--- src/rtl/wps_pkg.sv ---
// ============================================================================
// wps_pkg
// Shared types and constants for the WAV PCM16 stream parser.
// ============================================================================
package wps_pkg;

    // RIFF/WAVE tags, big-endian as they arrive byte by byte
    localparam logic [31:0] TAG_RIFF = 32'h5249_4646;
    localparam logic [31:0] TAG_WAVE = 32'h5741_5645;
    localparam logic [31:0] TAG_FMT  = 32'h666D_7420;
    localparam logic [31:0] TAG_DATA = 32'h6461_7461;

    // fmt chunk values accepted for output
    localparam logic [15:0] FMT_PCM     = 16'd1;
    localparam logic [15:0] PCM_DEPTH   = 16'd16;
    localparam logic [15:0] CHAN_MONO   = 16'd1;
    localparam logic [15:0] CHAN_STEREO = 16'd2;

    // Byte counter only needs to tell positions below the minimum header size
    localparam int          BIDX_W         = 4;
    localparam logic [BIDX_W-1:0] BIDX_SAT = 4'd12;
    localparam logic [BIDX_W-1:0] BIDX_RIFF_END = 4'd3;
    localparam logic [BIDX_W-1:0] BIDX_WAVE_END = 4'd11;

    // Chunk header is 8 bytes: tag then little-endian length
    localparam logic [4:0]  HDR_LAST = 5'd7;

    // Configuration register indexes
    localparam int          CFG_IDX_W         = 1;
    localparam logic [CFG_IDX_W-1:0] CFG_MAX_SAMPLES   = 1'd0;
    localparam logic [CFG_IDX_W-1:0] CFG_EXPECTED_RATE = 1'd1;

    localparam logic [23:0] MAX_SAMPLES_RST   = 24'd480000;
    localparam logic [31:0] EXPECTED_RATE_RST = 32'd48000;

    // Output queue, power of two deep
    localparam int OFIFO_DEPTH = 4;
    localparam int OFIFO_PTR_W = $clog2(OFIFO_DEPTH);
    localparam int OFIFO_CNT_W = $clog2(OFIFO_DEPTH + 1);

    typedef enum logic [2:0] {
        PH_RIFF = 3'd0,
        PH_HDR  = 3'd1,
        PH_FMT  = 3'd2,
        PH_DATA = 3'd3,
        PH_SKIP = 3'd4,
        PH_SINK = 3'd5
    } phase_t;

    typedef enum logic [2:0] {
        ST_OK         = 3'd0,
        ST_SHORT      = 3'd1,
        ST_BAD_TAGS   = 3'd2,
        ST_MISSING    = 3'd3,
        ST_NOT_PCM    = 3'd4,
        ST_NOT_16BIT  = 3'd5,
        ST_DATA_FIRST = 3'd6,
        ST_BAD_CHAN   = 3'd7
    } status_t;

    typedef struct packed {
        logic fmt;
        logic data;
        logic nz;
        logic trunc;
    } flags_t;

    typedef struct packed {
        logic        kind;
        logic [15:0] sample;
        status_t     status;
        logic [23:0] sample_count;
        logic [15:0] channel_count;
        logic [31:0] file_rate;
        logic        truncated;
        logic        rate_mismatch;
        logic        final_item;
    } result_t;

    // Up to two results per accepted byte: a sample, then the status item
    typedef struct packed {
        logic    smp_valid;
        logic    stat_valid;
        result_t smp;
        result_t stat;
    } push_t;

endpackage

--- src/rtl/wps_parse.sv ---
// ============================================================================
// wps_parse
// Byte-wise RIFF/WAVE parser: header check, chunk walk, fmt capture and
// mono downmix of the data chunk. One byte per cycle.
// ============================================================================
module wps_parse (
    input  logic            aclk,
    input  logic            aresetn,
    input  logic            in_valid,
    input  logic [7:0]      in_byte,
    input  logic            in_eof,
    input  logic [23:0]     max_samples,
    input  logic [31:0]     expected_rate,
    output wps_pkg::push_t  push
);

    wps_pkg::phase_t  phase_reg,   phase_next;
    logic [wps_pkg::BIDX_W-1:0] byte_idx_reg, byte_idx_step, byte_idx_next;
    logic [31:0]      tag_reg,     tag_step,     tag_next;
    logic [31:0]      len_reg,     len_step,     len_next;
    logic [4:0]       pos_reg,     pos_step,     pos_next;
    logic [15:0]      format_reg,  format_step,  format_next;
    logic [15:0]      chan_reg,    chan_step,    chan_next;
    logic [31:0]      rate_reg,    rate_step,    rate_next;
    logic [15:0]      depth_reg,   depth_step,   depth_next;
    wps_pkg::flags_t  flags_reg,   flags_step,   flags_next;
    logic [31:0]      frame_reg,   frame_step,   frame_next;
    logic [23:0]      emitted_reg, emitted_step, emitted_next;
    wps_pkg::status_t err_reg,     err_step,     err_next;

    // shared byte-level terms
    logic [31:0] tag_shift;
    logic [31:0] len_shift;
    logic [31:0] len_dec;
    logic [4:0]  pos_inc;
    logic [31:0] frame_shift;
    logic        riff_bad;
    logic        riff_done;
    logic        hdr_done;
    logic        body_end;
    logic        is_fmt;
    logic        is_data;
    logic        fmt_ok;
    wps_pkg::phase_t disp_phase;
    logic        frame_done;
    logic        smp_emit;
    logic [16:0] pair_sum;
    logic [16:0] pair_adj;
    logic [15:0] smp_value;
    wps_pkg::status_t final_status;

    assign tag_shift   = {tag_reg[23:0], in_byte};
    assign len_shift   = {in_byte, len_reg[31:8]};
    assign len_dec     = len_reg - 32'd1;
    // low nibble wraps (frame phase), bit 4 sticks once past 15 (fmt offsets)
    assign pos_inc     = {pos_reg[4] | (pos_reg[3:0] == 4'hF), pos_reg[3:0] + 4'd1};
    assign frame_shift = {in_byte, frame_reg[31:8]};

    assign riff_bad  = ((byte_idx_reg == wps_pkg::BIDX_RIFF_END) &&
                        (tag_shift != wps_pkg::TAG_RIFF)) ||
                       ((byte_idx_reg == wps_pkg::BIDX_WAVE_END) &&
                        (tag_shift != wps_pkg::TAG_WAVE));
    assign riff_done = (byte_idx_reg == wps_pkg::BIDX_WAVE_END);
    assign hdr_done  = (pos_reg == wps_pkg::HDR_LAST);
    assign body_end  = (len_dec == 32'd0);

    // chunk dispatch at the last header byte
    assign is_fmt  = (tag_reg == wps_pkg::TAG_FMT) && !flags_reg.fmt;
    assign is_data = (tag_reg == wps_pkg::TAG_DATA) && !flags_reg.data;
    assign fmt_ok  = (format_reg == wps_pkg::FMT_PCM) &&
                     (depth_reg == wps_pkg::PCM_DEPTH) &&
                     ((chan_reg == wps_pkg::CHAN_MONO) ||
                      (chan_reg == wps_pkg::CHAN_STEREO));

    always_comb begin
        if (len_shift == 32'd0) begin
            disp_phase = wps_pkg::PH_HDR;
        end else if (is_fmt) begin
            disp_phase = wps_pkg::PH_FMT;
        end else if (is_data && flags_reg.fmt && fmt_ok) begin
            disp_phase = wps_pkg::PH_DATA;
        end else begin
            disp_phase = wps_pkg::PH_SKIP;
        end
    end

    // a frame is complete on its last byte: 2 bytes mono, 4 bytes stereo
    assign frame_done = (chan_reg == wps_pkg::CHAN_STEREO) ? (pos_reg[1:0] == 2'd3)
                                                          : pos_reg[0];

    // stereo average, truncated toward zero
    assign pair_sum  = {frame_shift[15], frame_shift[15:0]} +
                       {frame_shift[31], frame_shift[31:16]};
    assign pair_adj  = pair_sum + 17'(pair_sum[16]);
    assign smp_value = (chan_reg == wps_pkg::CHAN_STEREO) ? pair_adj[16:1]
                                                          : frame_shift[31:16];

    // phase next state
    always_comb begin
        phase_next = phase_reg;
        if (in_valid) begin
            if (in_eof) begin
                phase_next = wps_pkg::PH_RIFF;
            end else begin
                case (phase_reg)
                    wps_pkg::PH_RIFF: begin
                        if (riff_bad) begin
                            phase_next = wps_pkg::PH_SINK;
                        end else if (riff_done) begin
                            phase_next = wps_pkg::PH_HDR;
                        end
                    end
                    wps_pkg::PH_HDR: begin
                        if (hdr_done) begin
                            phase_next = disp_phase;
                        end
                    end
                    wps_pkg::PH_FMT, wps_pkg::PH_DATA, wps_pkg::PH_SKIP: begin
                        if (body_end) begin
                            phase_next = wps_pkg::PH_HDR;
                        end
                    end
                    default: begin
                        phase_next = phase_reg;
                    end
                endcase
            end
        end
    end

    // datapath update for one byte
    always_comb begin
        byte_idx_step = (byte_idx_reg == wps_pkg::BIDX_SAT) ? byte_idx_reg
                                                            : byte_idx_reg + 4'd1;
        tag_step     = tag_reg;
        len_step     = len_reg;
        pos_step     = pos_reg;
        format_step  = format_reg;
        chan_step    = chan_reg;
        rate_step    = rate_reg;
        depth_step   = depth_reg;
        flags_step   = flags_reg;
        frame_step   = frame_reg;
        emitted_step = emitted_reg;
        err_step     = err_reg;
        smp_emit     = 1'b0;
        case (phase_reg)
            wps_pkg::PH_RIFF: begin
                tag_step = tag_shift;
                if (riff_bad) begin
                    err_step = wps_pkg::ST_BAD_TAGS;
                end else if (riff_done) begin
                    pos_step = '0;
                    tag_step = '0;
                end
            end
            wps_pkg::PH_HDR: begin
                if (!pos_reg[2]) begin
                    tag_step = tag_shift;
                end else begin
                    len_step = len_shift;
                end
                pos_step = pos_reg + 5'd1;
                if (hdr_done) begin
                    pos_step = '0;
                    if (is_fmt) begin
                        flags_step.fmt = 1'b1;
                    end else if (is_data) begin
                        flags_step.data = 1'b1;
                        if (len_shift != 32'd0) begin
                            flags_step.nz = 1'b1;
                        end
                        if (!flags_reg.fmt && (err_reg == wps_pkg::ST_OK)) begin
                            err_step = wps_pkg::ST_DATA_FIRST;
                        end
                    end
                end
            end
            wps_pkg::PH_FMT, wps_pkg::PH_DATA, wps_pkg::PH_SKIP: begin
                pos_step = pos_inc;
                len_step = len_dec;
                if (phase_reg == wps_pkg::PH_FMT) begin
                    // little-endian fields at fixed offsets of the fmt body
                    case (pos_reg)
                        5'd0:  format_step[7:0]  = in_byte;
                        5'd1:  format_step[15:8] = in_byte;
                        5'd2:  chan_step[7:0]    = in_byte;
                        5'd3:  chan_step[15:8]   = in_byte;
                        5'd4:  rate_step[7:0]    = in_byte;
                        5'd5:  rate_step[15:8]   = in_byte;
                        5'd6:  rate_step[23:16]  = in_byte;
                        5'd7:  rate_step[31:24]  = in_byte;
                        5'd14: depth_step[7:0]   = in_byte;
                        5'd15: depth_step[15:8]  = in_byte;
                        default: begin
                            format_step = format_reg;
                        end
                    endcase
                end
                if (phase_reg == wps_pkg::PH_DATA) begin
                    frame_step = frame_shift;
                    if (frame_done) begin
                        if (emitted_reg >= max_samples) begin
                            flags_step.trunc = 1'b1;
                        end else begin
                            smp_emit     = 1'b1;
                            emitted_step = emitted_reg + 24'd1;
                        end
                    end
                end
                if (body_end) begin
                    pos_step = '0;
                    tag_step = '0;
                end
            end
            default: begin
                tag_step = tag_reg;
            end
        endcase
    end

    // end of file status, taken from the updated state
    always_comb begin
        if (byte_idx_step < wps_pkg::BIDX_SAT) begin
            final_status = wps_pkg::ST_SHORT;
        end else if (err_step != wps_pkg::ST_OK) begin
            final_status = err_step;
        end else if (!(flags_step.fmt && flags_step.data && flags_step.nz)) begin
            final_status = wps_pkg::ST_MISSING;
        end else if (format_step != wps_pkg::FMT_PCM) begin
            final_status = wps_pkg::ST_NOT_PCM;
        end else if (depth_step != wps_pkg::PCM_DEPTH) begin
            final_status = wps_pkg::ST_NOT_16BIT;
        end else if ((chan_step != wps_pkg::CHAN_MONO) &&
                     (chan_step != wps_pkg::CHAN_STEREO)) begin
            final_status = wps_pkg::ST_BAD_CHAN;
        end else begin
            final_status = wps_pkg::ST_OK;
        end
    end

    // next values: hold when idle, clear after the last byte of a file
    always_comb begin
        byte_idx_next = byte_idx_reg;
        tag_next      = tag_reg;
        len_next      = len_reg;
        pos_next      = pos_reg;
        format_next   = format_reg;
        chan_next     = chan_reg;
        rate_next     = rate_reg;
        depth_next    = depth_reg;
        flags_next    = flags_reg;
        frame_next    = frame_reg;
        emitted_next  = emitted_reg;
        err_next      = err_reg;
        if (in_valid) begin
            if (in_eof) begin
                byte_idx_next = '0;
                tag_next      = '0;
                len_next      = '0;
                pos_next      = '0;
                format_next   = '0;
                chan_next     = '0;
                rate_next     = '0;
                depth_next    = '0;
                flags_next    = '0;
                frame_next    = '0;
                emitted_next  = '0;
                err_next      = wps_pkg::ST_OK;
            end else begin
                byte_idx_next = byte_idx_step;
                tag_next      = tag_step;
                len_next      = len_step;
                pos_next      = pos_step;
                format_next   = format_step;
                chan_next     = chan_step;
                rate_next     = rate_step;
                depth_next    = depth_step;
                flags_next    = flags_step;
                frame_next    = frame_step;
                emitted_next  = emitted_step;
                err_next      = err_step;
            end
        end
    end

    // result items
    always_comb begin
        push                     = '0;
        push.smp_valid           = in_valid && smp_emit;
        push.smp.sample          = smp_value;
        push.stat_valid          = in_valid && in_eof;
        push.stat.kind           = 1'b1;
        push.stat.status         = final_status;
        push.stat.sample_count   = emitted_step;
        push.stat.channel_count  = chan_step;
        push.stat.file_rate      = rate_step;
        push.stat.truncated      = flags_step.trunc;
        push.stat.rate_mismatch  = flags_step.fmt && (rate_step != expected_rate);
        push.stat.final_item     = 1'b1;
    end

    always_ff @(posedge aclk) begin
        if (!aresetn) begin
            phase_reg    <= wps_pkg::PH_RIFF;
            byte_idx_reg <= '0;
            tag_reg      <= '0;
            len_reg      <= '0;
            pos_reg      <= '0;
            format_reg   <= '0;
            chan_reg     <= '0;
            rate_reg     <= '0;
            depth_reg    <= '0;
            flags_reg    <= '0;
            frame_reg    <= '0;
            emitted_reg  <= '0;
            err_reg      <= wps_pkg::ST_OK;
        end else begin
            phase_reg    <= phase_next;
            byte_idx_reg <= byte_idx_next;
            tag_reg      <= tag_next;
            len_reg      <= len_next;
            pos_reg      <= pos_next;
            format_reg   <= format_next;
            chan_reg     <= chan_next;
            rate_reg     <= rate_next;
            depth_reg    <= depth_next;
            flags_reg    <= flags_next;
            frame_reg    <= frame_next;
            emitted_reg  <= emitted_next;
            err_reg      <= err_next;
        end
    end

endmodule

--- src/rtl/wps_ofifo.sv ---
// ============================================================================
// wps_ofifo
// Result queue: takes up to two items per cycle, hands out one per cycle while the reader is ready.
// ============================================================================
module wps_ofifo (
    input  logic              aclk,
    input  logic              aresetn,
    input  wps_pkg::push_t    push,
    output logic              push_ready,
    output logic              m_valid,
    input  logic              m_ready,
    output wps_pkg::result_t  m_item
);

    localparam int PW = wps_pkg::OFIFO_PTR_W;
    localparam int CW = wps_pkg::OFIFO_CNT_W;

    wps_pkg::result_t mem_reg [wps_pkg::OFIFO_DEPTH];
    logic [PW-1:0] wr_ptr_reg, wr_ptr_next;
    logic [PW-1:0] rd_ptr_reg, rd_ptr_next;
    logic [CW-1:0] cnt_reg,    cnt_next;
    logic [CW-1:0] n_push;
    logic [PW-1:0] stat_addr;
    logic          pop;

    // room for a worst-case pair of results
    assign push_ready = (cnt_reg <= CW'(wps_pkg::OFIFO_DEPTH - 2));
    assign m_valid    = (cnt_reg != '0);
    assign m_item     = mem_reg[rd_ptr_reg];
    assign pop        = m_valid && m_ready;

    assign n_push    = CW'(push.smp_valid) + CW'(push.stat_valid);
    assign stat_addr = push.smp_valid ? wr_ptr_reg + PW'(1) : wr_ptr_reg;

    // pointer and fill level update
    always_comb begin
        wr_ptr_next = wr_ptr_reg + n_push[PW-1:0];
        rd_ptr_next = pop ? rd_ptr_reg + PW'(1) : rd_ptr_reg;
        cnt_next    = cnt_reg + n_push - CW'(pop);
    end

    always_ff @(posedge aclk) begin
        if (!aresetn) begin
            wr_ptr_reg <= '0;
            rd_ptr_reg <= '0;
            cnt_reg    <= '0;
        end else begin
            wr_ptr_reg <= wr_ptr_next;
            rd_ptr_reg <= rd_ptr_next;
            cnt_reg    <= cnt_next;
        end
    end

    // storage, sample before status
    always_ff @(posedge aclk) begin
        if (push.smp_valid) begin
            mem_reg[wr_ptr_reg] <= push.smp;
        end
        if (push.stat_valid) begin
            mem_reg[stat_addr] <= push.stat;
        end
    end

endmodule

--- src/rtl/wav_pcm16_stream_parser_unit.sv ---
// ============================================================================
// wav_pcm16_stream_parser_unit
// WAV file parser that turns a byte stream into mono PCM16 samples and a
// per-file status item.
// ============================================================================
// The block takes one file byte per cycle on the slave stream (s_tlast on the
// final byte) unless stalled, and answers through a four-entry result queue.
// Each byte is handled by the parse stage as it is accepted, so the sustained
// rate is one byte per clock; the only stall comes from the queue, which drops
// s_tready whenever fewer than two entries are free (the last byte of a file
// can yield both a sample and the status item). Stereo frames are averaged
// toward zero, mono words pass through, and output stops at max_samples. After
// the status transaction the parser is back at its reset state for the next
// file; the configuration registers keep their values. No clearing pass runs
// after reset.
// ============================================================================
module wav_pcm16_stream_parser_unit (
    input  logic        aclk,
    input  logic        aresetn,
    // input stream
    input  logic        s_tvalid,
    output logic        s_tready,
    input  logic [7:0]  s_tdata,    // [7:0] data_byte
    input  logic        s_tlast,    // end_of_file
    // result stream
    output logic        m_tvalid,
    input  logic        m_tready,
    // [15:0] sample, [18:16] status, [42:19] sample_count,
    // [58:43] channel_count, [90:59] file_rate, [91] truncated,
    // [92] rate_mismatch, [95:93] zero
    output logic [95:0] m_tdata,
    output logic        m_tuser,    // kind
    output logic        m_tlast,    // final_item
    // configuration writes
    input  logic        cfg_wr_en,
    input  logic [wps_pkg::CFG_IDX_W-1:0] cfg_index,
    input  logic [31:0] cfg_wr_data
);

    logic [23:0]      max_samples_reg;
    logic [31:0]      expected_rate_reg;
    logic             in_valid;
    wps_pkg::push_t   push;
    wps_pkg::result_t m_item;

    // configuration registers
    always_ff @(posedge aclk) begin
        if (!aresetn) begin
            max_samples_reg   <= wps_pkg::MAX_SAMPLES_RST;
            expected_rate_reg <= wps_pkg::EXPECTED_RATE_RST;
        end else if (cfg_wr_en) begin
            case (cfg_index)
                wps_pkg::CFG_MAX_SAMPLES:   max_samples_reg   <= cfg_wr_data[23:0];
                wps_pkg::CFG_EXPECTED_RATE: expected_rate_reg <= cfg_wr_data;
                default: begin
                    max_samples_reg <= max_samples_reg;
                end
            endcase
        end
    end

    assign in_valid = s_tvalid && s_tready;

    wps_parse u_parse (
        .aclk          (aclk),
        .aresetn       (aresetn),
        .in_valid      (in_valid),
        .in_byte       (s_tdata),
        .in_eof        (s_tlast),
        .max_samples   (max_samples_reg),
        .expected_rate (expected_rate_reg),
        .push          (push)
    );

    wps_ofifo u_ofifo (
        .aclk       (aclk),
        .aresetn    (aresetn),
        .push       (push),
        .push_ready (s_tready),
        .m_valid    (m_tvalid),
        .m_ready    (m_tready),
        .m_item     (m_item)
    );

    // result packing
    assign m_tdata = {3'b000, m_item.rate_mismatch, m_item.truncated, m_item.file_rate,
                      m_item.channel_count, m_item.sample_count, m_item.status,
                      m_item.sample};
    assign m_tuser = m_item.kind;
    assign m_tlast = m_item.final_item;

endmodule

--- config.mk ---
export PLATFORM = sky130hd
export DESIGN_NAME = wav_pcm16_stream_parser_unit
export DESIGN_NICKNAME = d
export VERILOG_FILES = /design/src/rtl/wps_pkg.sv /design/src/rtl/wps_parse.sv /design/src/rtl/wps_ofifo.sv /design/src/rtl/wav_pcm16_stream_parser_unit.sv
export SDC_FILE = /design/constraint.sdc
export NUM_CORES = 1
export LEC_CHECK = 0
export BUFFER_PORTS_ARGS = -buffer_cell sky130_fd_sc_hd__buf_2
export CAP_MARGIN = 10
export CORE_MARGIN = 3
export CORE_UTILIZATION = 60
export DETAILED_ROUTE_END_ITERATION = 16
export MAX_ROUTING_LAYER = met4
export PLACE_DENSITY_LB_ADDON = 0.3
export SLEW_MARGIN = 20
export SYNTH_ARGS = -nofsm -noshare
export SYNTH_HDL_FRONTEND = slang
export SYNTH_SLANG_ARGS = --single-unit
--- constraint.sdc ---
create_clock -name aclk -period 6.2 [get_ports aclk]
set_input_delay 0 -clock aclk [delete_from_list [all_inputs] [get_ports aclk]]
set_output_delay 0 -clock aclk [all_outputs]
set_load 0.05 [all_outputs]
==> impl_metrics.yaml <==
yosys:
  ys_warn_count: 0
  synth_area_um2: 30850
  synth_cell_types: 91
  syn-instance-count: 3005
  avgSynthCellArea_um2: 10.27
  ys_seq_area_share_pct: 52.31
  synth_seq_cells: 652
  ys_async_sr_fraction_pct: 0
  synth-edff-count: 308
  synth-main-ff-cell: "dfxtp_1"
grt:
  track_usage_pct: 32.65
  busiest_layer: "met2"
  grt_start_max_net_pins: 81
  grt_pass1_wl_mm: 134.2
  gr-usage-met1_pct: 42.03
  first_global_vias: 23927
  grt_util_met2_pct: 53.02
  overflow: 0
  globalRouteMet3Util_pct: 4.775
  antenna_found_initial: 1
clock_tree:
  clk_pin_slew_ns: 0.06
  cts_max_level: 3
  cts_buffers: 67
  cts_buffer_depth: 3
  cts.sinks: 652
  insertion_delay_ns: 0.62
  clk_root_buffer_cell: "clkbuf_16"
  cts_tree: "built"
min_path:
  hold_start: "s_tdata[4]"
  hp-class: "input port to flip-flop"
  holdPathStages: 4
  min_to: "u_parse.frame_reg[28]"
power:
  ir_drop_mv: 0.2317
  power.switching_mw: 3.473
  internal_power_mw: 7.666
  power.share.clock_pct: 36.3
  power.total_mw: 11.14
  p_per_area_nw_per_um2: 322.8
  combPwrFrac_pct: 20.7
  switching_share_pct: 31.18
  seqPwrFrac_pct: 43.1
  power_leakage_nw: 11.78
final_layout:
  layout_common_cells: "nor2_1 (589), dfxtp_1 (342), edfxtp_1 (308)"
  stdcell_count: 3819
  largest_reg_flops: 376
  layout-drive-gt1-share_pct: 14.30
  final_common_cell: "nor2_1"
  finish.net_count: 3202
  area_delta_synth_final_pct: 11.88
die:
  core_um2: 50480
  start_util_pct: 61.11
  num_rows: 82
  die-area_um2: 54170
  ios: 147
  chipWidth_um: 232.7
  fp.dieH_um: 232.7
detailed_routing:
  first_pass_iters: 6
  wirelength_mm: 86.29
  route.detailed.drc: 0
  ant_nets: 0
  via_per_inst: 6.382
  vias: 24373
  wl_per_cell_um: 22.59
  drtIter0Drc: 2825
critical_path:
  r2r_slack_ns: 1.40
  critPathMaxFanout: 61
  worst_setup_path_end_kind: "flip-flop"
  critPathLaunchType: "flip-flop"
  required_ns: 6.40
  crit_arrival_ns: 5.00
  reg2reg_to: "u_ofifo.mem_reg[0][33]"
  timing.rr.start: "max_samples_reg[9]"
  critical-path-slowest-cell: "and2_1"
  rr_worst_depth: 12
  crit_chain: "inv_1 -> ha_1 -> a211oi_1 -> o21ai_0 -> a221oi_1 -> o21ai_0 -> a211oi_4 -> buf_4 -> mux2i_4 -> and2_1 -> clkinv_2 -> buf_4"
  worst_path_largest_cell_delay_ns: 0.59
  path_delay_family: "compound AO/OA/AOI/OAI gates"
  setup.worst_path.class: "flip-flop to flip-flop"
  crit_buf_inv: 4
placement:
  port_buffers: 143
  numPlacedInstances: 3653
  gp_congestion: 0.9508
  dp_hpwl_mm: 54.62
run_status:
  outcome: "complete, no violations"
timing:
  worstMarginPinSlew_ns: 1.126
  max_slew_margin_pct: 24.65
  finalSetupViolations: 0
  timing.fmax_ghz: 0.2084
  min_period_over_period_pct: 77.39
  final-max-slew-violation-count: 0
  setup_tns_ns: 0
  skew_ns: 0.02598
  min_period_ns: 4.798
  grt_setup_unrepaired: "no"
  holdWs_ns: 0.03647
  hold_viol_final: 0
run:
  cap_violations: 0
==> worst max path at each step <==
stage | from | to | slack (ns) | depth (start not counted)
2_1_floorplan | u_parse.emitted_reg[21] | u_ofifo.mem_reg[0][10] | 1.34 | 12
3_3_place_gp | max_samples_reg[9] | u_ofifo.mem_reg[0][31] | 1.55 | 12
3_5_place_dp | u_parse.pos_reg[0] | u_ofifo.mem_reg[3][1] | 1.44 | 10
4_1_cts | u_parse.pos_reg[0] | u_ofifo.mem_reg[3][1] | 1.37 | 10
5_1_grt | u_parse.chan_reg[10] | u_ofifo.mem_reg[0][33] | 1.08 | 10
6_report | max_samples_reg[9] | u_ofifo.mem_reg[0][33] | 1.40 | 12
==> synthesized netlist by cell type, drive strengths merged (4+ instances only) <==
master	instances	area, um2
nor2	591	2218
dfxtp	344	6887
edfxtp	308	9249
nand2	237	889.6
a21oi	182	910.9
clkbuf	158	621.8
o21ai	129	656.9
mux4	94	2117
inv	79	296.5
a22oi	77	578.1
ha	61	763.2
xor2	56	490.5
mux2i	55	550.5
nor3	53	286.5
a22o	47	442.9
nand3	47	235.2
xnor2	43	376.6
buf	39	240.2
and2	33	206.5
nand4	33	206.5
or3	28	181.4
nor2b	25	156.4
nor4	24	180.2
a31oi	19	118.9
or4	18	138.9
o31ai	17	127.6
nand2b	16	100.1
o211ai	15	117.6
and3	14	88.84
a211oi	12	95.09
a32o	12	120.1
or2	12	75.08
a21o	11	82.58
nor3b	10	75.07
o21a	10	75.07
a221oi	9	78.83
nor4b	7	76.32
and4	6	52.55
a2111oi	5	43.79
a41oi	5	43.79
nand3b	5	37.54
or4b	5	53.80
nand4b	4	35.03
==> power groups by stage <==
stage               clock network (mW)  logic (mW)  registers, mW
floorplan                            0        1.82           4.77
global placement                     0        2.24           4.88
detailed placement                   0        2.27           4.89
CTS                               4.06        2.30           4.80
global route                      4.23        2.42           4.82
finish                            4.04        2.30           4.80
==> per-stage QoR <==
stage               area (um2)  util (%)  setup WS [ns]
finish                   34510     68.37          1.402
global route             34510     68.37          1.084
CTS                      34490     68.33          1.372
detailed placement       31870     63.14          1.438
global placement         31850     63.10          1.550
floorplan                30860         -          1.343
==> kinds of logic after synthesis <==
| group | after synthesis | share of synthesized area, % |
|---|---|---|
| AOI/OAI and AO/OA | 588 | 12.40 |
| DFF | 652 | 52.31 |
| buffers and inverters | 277 | 3.792 |
| and+or+nand+nor | 1174 | 17.35 |
| muxes | 151 | 8.720 |
| xor gates and xnor gates | 99 | 2.811 |
| adders and majority gates | 63 | 2.604 |
| other | 1 | 0.01216 |
==> timing repair <==
item	in CTS	in global routing
hold buffers	42	0
buffers inserted	0	0
gates resized for setup	0	0
endpoints found under the hold margin	62	0
setup endpoints to repair	0	0
==> routing by layer <==
metal	routed length (um)	up-vias
li1	-	11002
met1	33790	11971
met2	42050	1212
met3	7581	188
met4	2875	0
met5	0	-
==> tightest hold or removal path, stage by stage <==
cell and delay [ns]:
buf_2 0.09, buf_4 0.23, a22oi_1 0.20, nor2_1 0.05
==> layout make-up <==
type                            count  area [um2]
Antenna cell                        1       2.502
Clock buffer                       96        1907
Clock inverter                     27       289.0
Fill cell                        3772       15970
Inverter                           79       306.5
Multi-Input combinational cell   2078       13650
Sequential cell                   652       16140
Tap cell                          672       840.8
Timing Repair Buffer              214        1374
(Power assumes the default switching activity.)
